`config.mk`:
```
export PLATFORM = sky130hd
export DESIGN_NAME = owm_div
export DESIGN_NICKNAME = d
export VERILOG_FILES = /design/src/design/owm_pkg.sv /design/src/design/owm_div.sv
export SDC_FILE = /design/constraint.sdc
export NUM_CORES = 2
export LEC_CHECK = 0
export ABC_AREA = 0
export BUFFER_PORTS_ARGS = -buffer_cell sky130_fd_sc_hd__buf_4
export CELL_PAD_IN_SITES_DETAIL_PLACEMENT = 2
export CELL_PAD_IN_SITES_GLOBAL_PLACEMENT = 2
export CORE_MARGIN = 1
export CORE_UTILIZATION = 47
export DETAILED_ROUTE_END_ITERATION = 8
export PLACE_DENSITY_LB_ADDON = 0.1
export SLEW_MARGIN = 30
export SYNTH_ARGS = -nofsm -noshare
export SYNTH_HDL_FRONTEND = slang
export SYNTH_SLANG_ARGS = --single-unit
```
`constraint.sdc`:
```
create_clock -name aclk -period 5.8 [get_ports aclk]
set_input_delay 0.58 -clock aclk [delete_from_list [all_inputs] [get_ports aclk]]
set_output_delay 0.58 -clock aclk [all_outputs]
set_load 0.005 [all_outputs]
```
`src/design/owm_pkg.sv`:
```
package owm_pkg;

    // field and register widths
    localparam int IN_W     = 16;
    localparam int OUT_W    = 16;
    localparam int HS_W     = 11;
    localparam int OFS_W    = 11;
    localparam int GAIN_W   = 24;
    localparam int LIM_W    = 15;
    localparam int MWR_W    = 14;
    localparam int CFG_AW   = 3;
    localparam int CFG_DW   = 24;
    localparam int N_WHEEL  = 4;

    // datapath widths, sized to the largest reachable magnitude
    localparam int LEV_W    = 13;
    localparam int LIN_W    = 18;
    localparam int P_W      = 28;
    localparam int M_W      = 39;
    localparam int PR_W     = 55;
    localparam int S_W      = 38;
    localparam int W_W      = 62;
    localparam int R_W      = 30;
    localparam int A_W      = 29;
    localparam int Q_W      = MWR_W;
    localparam int NUM_W    = A_W + Q_W;

    // fraction bits dropped by the two rounding steps
    localparam int FRAC_S   = 16;
    localparam int FRAC_R   = 32;

    localparam logic signed [11:0] INV573_Q16 = 12'sd1144;
    localparam logic signed [16:0] K0707_Q16  = 17'sd46334;

    // per-wheel sign patterns, bit k is wheel k (fr, fl, bl, br)
    localparam logic [N_WHEEL-1:0] LIN_NEG_X = 4'b1001;
    localparam logic [N_WHEEL-1:0] LIN_NEG_Y = 4'b1100;
    localparam logic [N_WHEEL-1:0] LEV_NEG_X = 4'b0011;
    localparam logic [N_WHEEL-1:0] LEV_NEG_Y = 4'b1001;

    localparam logic [HS_W-1:0]   HALF_SPAN_RST = 11'd400;
    localparam logic [OFS_W-1:0]  ROT_OFS_RST   = 11'd0;
    localparam logic [GAIN_W-1:0] RPM_GAIN_RST  = 24'd156038;
    localparam logic [LIM_W-1:0]  MAX_V_RST     = 15'd32767;
    localparam logic [MWR_W-1:0]  MAX_RPM_RST   = 14'd9000;

    typedef enum logic [CFG_AW-1:0] {
        REG_HALF_SPAN     = 3'd0,
        REG_ROT_X         = 3'd1,
        REG_ROT_Y         = 3'd2,
        REG_RPM_GAIN      = 3'd3,
        REG_MAX_VX        = 3'd4,
        REG_MAX_VY        = 3'd5,
        REG_MAX_VW        = 3'd6,
        REG_WHEEL_LIM     = 3'd7
    } cfg_reg_t;

    // what rides alongside the divider
    typedef struct packed {
        logic                              lim;
        logic [N_WHEEL-1:0]                neg;
        logic [N_WHEEL-1:0][OUT_W-1:0]     sat;
    } side_t;

    function automatic logic signed [IN_W-1:0] clamp_v(
        input logic signed [IN_W-1:0] v,
        input logic [LIM_W-1:0]       lim
    );
        logic signed [IN_W-1:0] l;
        l = signed'({1'b0, lim});
        if (v > l)
            return l;
        else if (v < -l)
            return -l;
        return v;
    endfunction

    function automatic logic [OUT_W-1:0] sat16(input logic signed [R_W-1:0] r);
        if (r > R_W'(32767))
            return 16'h7fff;
        else if (r < R_W'(-32768))
            return 16'h8000;
        return r[OUT_W-1:0];
    endfunction

    function automatic logic [OUT_W-1:0] abs16(input logic [OUT_W-1:0] v);
        return v[OUT_W-1] ? OUT_W'(-v) : v;
    endfunction

endpackage

```
`src/design/owm_div.sv`:
```
module owm_div
    import owm_pkg::*;
#(
    parameter int DEN_W = A_W,
    parameter int QB_W  = Q_W
) (
    input  logic                    aclk,
    input  logic [QB_W-1:0]         en,
    input  logic [DEN_W+QB_W-1:0]   num,
    input  logic [DEN_W-1:0]        den,
    output logic [QB_W-1:0]         quo
);

    // restoring divider, one quotient bit per stage; the quotient must fit QB_W bits
    // qn holds the numerator bits still to come, quotient bits shift in from below
    logic [DEN_W-1:0] rem_reg [QB_W-1];
    logic [DEN_W-1:0] den_reg [QB_W-1];
    logic [QB_W-1:0]  qn_reg  [QB_W];

    for (genvar j = 0; j < QB_W; j++) begin : g_step
        logic [DEN_W-1:0] rem_in;
        logic [DEN_W-1:0] den_in;
        logic [QB_W-1:0]  qn_in;
        logic [DEN_W:0]   t;
        logic [DEN_W:0]   diff;
        logic             ge;

        if (j == 0) begin : g_first
            assign rem_in = num[DEN_W+QB_W-1:QB_W];
            assign den_in = den;
            assign qn_in  = num[QB_W-1:0];
        end else begin : g_rest
            assign rem_in = rem_reg[j-1];
            assign den_in = den_reg[j-1];
            assign qn_in  = qn_reg[j-1];
        end

        assign t    = {rem_in, qn_in[QB_W-1]};
        assign diff = t - {1'b0, den_in};
        assign ge   = (t >= {1'b0, den_in});

        always_ff @(posedge aclk) begin
            if (en[j]) qn_reg[j] <= {qn_in[QB_W-2:0], ge};
        end

        if (j < QB_W - 1) begin : g_carry
            always_ff @(posedge aclk) begin
                if (en[j]) begin
                    rem_reg[j] <= ge ? diff[DEN_W-1:0] : t[DEN_W-1:0];
                    den_reg[j] <= den_in;
                end
            end
        end
    end

    assign quo = qn_reg[QB_W-1];

endmodule

```
==> flow_summary.ini <==
[sta]
layout_setup_ws_ns = 1.19
maxSlewViolCount = 0
tns_ns = 0
fin_skew_ns = 0.0303
min_period_over_period = 0.795
maxSlewHeadroom = 0.293
max_freq_mhz = 217
finalSetupViolations = 0
period_minus_slack_ns = 4.61
rsz0062_at_grt = no
hold_violations = 0
worst_pin_slew_ns = 1.06

[place]
dpl.cell_count = 6279
hpwl_mm = 125
io_buffers = 100
place.gp.congestion = 0.909
dp_slack_ns = 1.29

[yosys]
synth_cells = 4755
synth_area_um2 = 53900
synth_cell_types = 97
synthArstFlopShare = 0
synth_commonest_cells = 950 x edfxtp_1, 520 x inv_1, 420 x a21oi_1
synth_top_flop_cell = edfxtp_1
synth_edf_count = 950
synth.yosys.seq_area_share = 0.530
synth.net_count = 5261
synth.top_cell.area_share = 0.530
synth_most_common_cell = edfxtp_1
ys_top_cells_by_area = edfxtp_1 53%, ha_1 9.4%, a21oi_1 3.9%
synth_top_area_cell = edfxtp_1
synth_warnings = 0
avgSynthCellArea_um2 = 11.3
ys_seq_elements = 950

[floorplanning]
die_w_um = 341
die_h_um = 341
ios = 101
rows = 123
die-area_um2 = 116000
core_area_um2 = 113000
start_util = 0.476

[final_layout]
multi_input_area_um2 = 23000
regArea_um2 = 28500
syn_to_final_growth_pct = 10.9
drive_gt1_frac = 0.0958
stdcell_count = 6478
nNetsFinal = 5399
n_fill_cell = 11048
final_util = 0.528
antenna_cells = 0

[global_routing]
antenna_found_initial = 0
grt_pass1_wl_mm = 254
grt_max_degree = 68
overflow = 0
grt_use_total = 0.283
grt_pass1_vias = 43828

[clock_tree]
insertion_delay_ns = 0.73
post_cts_resized = 0
clk_pin_slew_worst_paths_ns = 0.06
cts_buffer_depth = 3
cts_tree = yes
postCtsSetupRepairBufs = 0
numCtsBuffers = 107
h-tree-depth = 3
ctsRootBufferMaster = clkbuf_16
cts_sinks = 950

[drt]
firstDrtPassIters = 5
wl_per_cell_um = 25.4
drt_iter0_drc = 1400
drtAntennaViolNets = 0
routed-via-count = 37950
drc_errors = 0
wl_mm = 164
viasPerCell = 5.86

[pwr]
power_density_nw_per_um2 = 577
p_leak_nw = 24.6
peakVddDrop_v = 0.000299
p_total_w = 0.0345

[worst_setup_path]
rr_endpoint = rem_reg[0][206]
startpoint_type = flop
worst_r2r_path_depth = 14
r2r_slack_ns = 1.19
arrival_ns = 5.09
crit_required_ns = 6.28
critical_path_class = reg2reg
end_kind = flop
worstPathMaxFanout = 21
timing.rr.start = qn_reg[0][97]

[flow_run]
drv_cap = 0

[min_path]
worstHoldStart = num[10]
worstHoldPathCells = 1
hold_path.class = in2reg
hold_end = qn_reg[0][11]

[status]
outcome = finished clean
## layout by cell type, fill, tap and decap left out, types with 22 or more instances in the layout
master / netlist / final
a31oi_1: 43 / 43
o21a_1: 38 / 37
nor2b_1: 31 / 31
and3_1: 46 / 46
o21ai_0: 258 / 258
inv_1: 520 / 520
clkinv_1: 0 / 30
o31ai_1: 25 / 25
a211oi_1: 36 / 36
clkbuf_16: 0 / 108
edfxtp_1: 950 / 950
a21o_1: 169 / 169
ha_1: 406 / 406
xor2_1: 137 / 137
a21oi_1: 420 / 420
nor3_1: 62 / 62
nand2b_1: 52 / 52
buf_4: 1 / 131
nand4_1: 70 / 70
o21bai_1: 47 / 47
nand2_1: 306 / 306
clkbuf_1: 72 / 22
mux2_2: 95 / 95
nand3_1: 85 / 85
mux2_4: 53 / 53
o211ai_1: 27 / 27
nor2_1: 291 / 291
xnor2_1: 180 / 180
## final cells by class
cell class                      instances  share of cell area
Clock inverter                         64             0.00988
Inverter                              521              0.0327
Sequential cell                       950               0.477
Clock buffer                          130              0.0466
Multi-Input combinational cell       3176               0.384
Timing Repair Buffer                  137              0.0178
Tap cell                             1500              0.0314
## how the worst max path moves through the flow
stage	from	slack, ns	end	cells past startpoint
2_1_floorplan	num[13]	2.16	rem_reg[0][20]	14
3_3_place_gp	qn_reg[0][97]	1.45	rem_reg[0][205]	13
3_5_place_dp	qn_reg[0][97]	1.29	rem_reg[0][206]	13
4_1_cts	qn_reg[0][97]	1.12	rem_reg[0][206]	13
5_1_grt	qn_reg[0][97]	1.19	rem_reg[0][206]	14
6_report	qn_reg[0][97]	1.19	rem_reg[0][206]	14
## layer usage
metal  track usage  vias up  share of wire
met4         0.171        0          0.065
met1         0.258    19108           0.33
met2         0.586      717           0.58
met3        0.0308      404          0.023
li1              -    17721              -
met5             0        -              0
## metrics by stage
stage	hold slack, ns	area [µm²]
4_1_cts	0.000515	59700
5_1_grt	0.0148	59800
6_report	0.0410	59800
2_1_floorplan	0.400	53900
3_5_place_dp	0.405	56300
3_3_place_gp	0.401	56300
## cells by family after synthesis
logic type / after synthesis / synth area share
adder cells (fa/ha/maj): 419 / 0.0991
AND/OR/NAND/NOR: 1047 / 0.0921
AO/OA/AOI/OAI: 1236 / 0.146
flip-flops: 950 / 0.530
multiplexers: 157 / 0.0363
buffers and inverters: 629 / 0.0454
XOR/XNOR: 317 / 0.0515
## what timing repair did
action                                  CTS  global route
hold buffers                              4             0
endpoints found under the setup margin    0             0
hold endpoints to repair                  4             0
## where the power goes
part	internal [W]	leakage [nW]	total (W)	switching, W
Clock	0.00381	1.65	0.00672	0.00291
Sequential	0.0102	9.28	0.0113	0.00112
Combinational	0.00652	13.7	0.0165	0.00994
## critical path: stages, from the launching register on
cell	delay (ns)
edfxtp_1	0.36
inv_1	0.10
ha_1	0.19
inv_1	0.07
fa_1	0.41
a21o_1	0.24
a22oi_2	0.27
a211oi_1	0.25
o311ai_2	0.56
nor3_1	0.17
nor3b_4	0.29
o41ai_1	0.13
a2111o_2	0.67
buf_12	0.25
mux2_4	0.34
(Power assumes the default switching activity.)
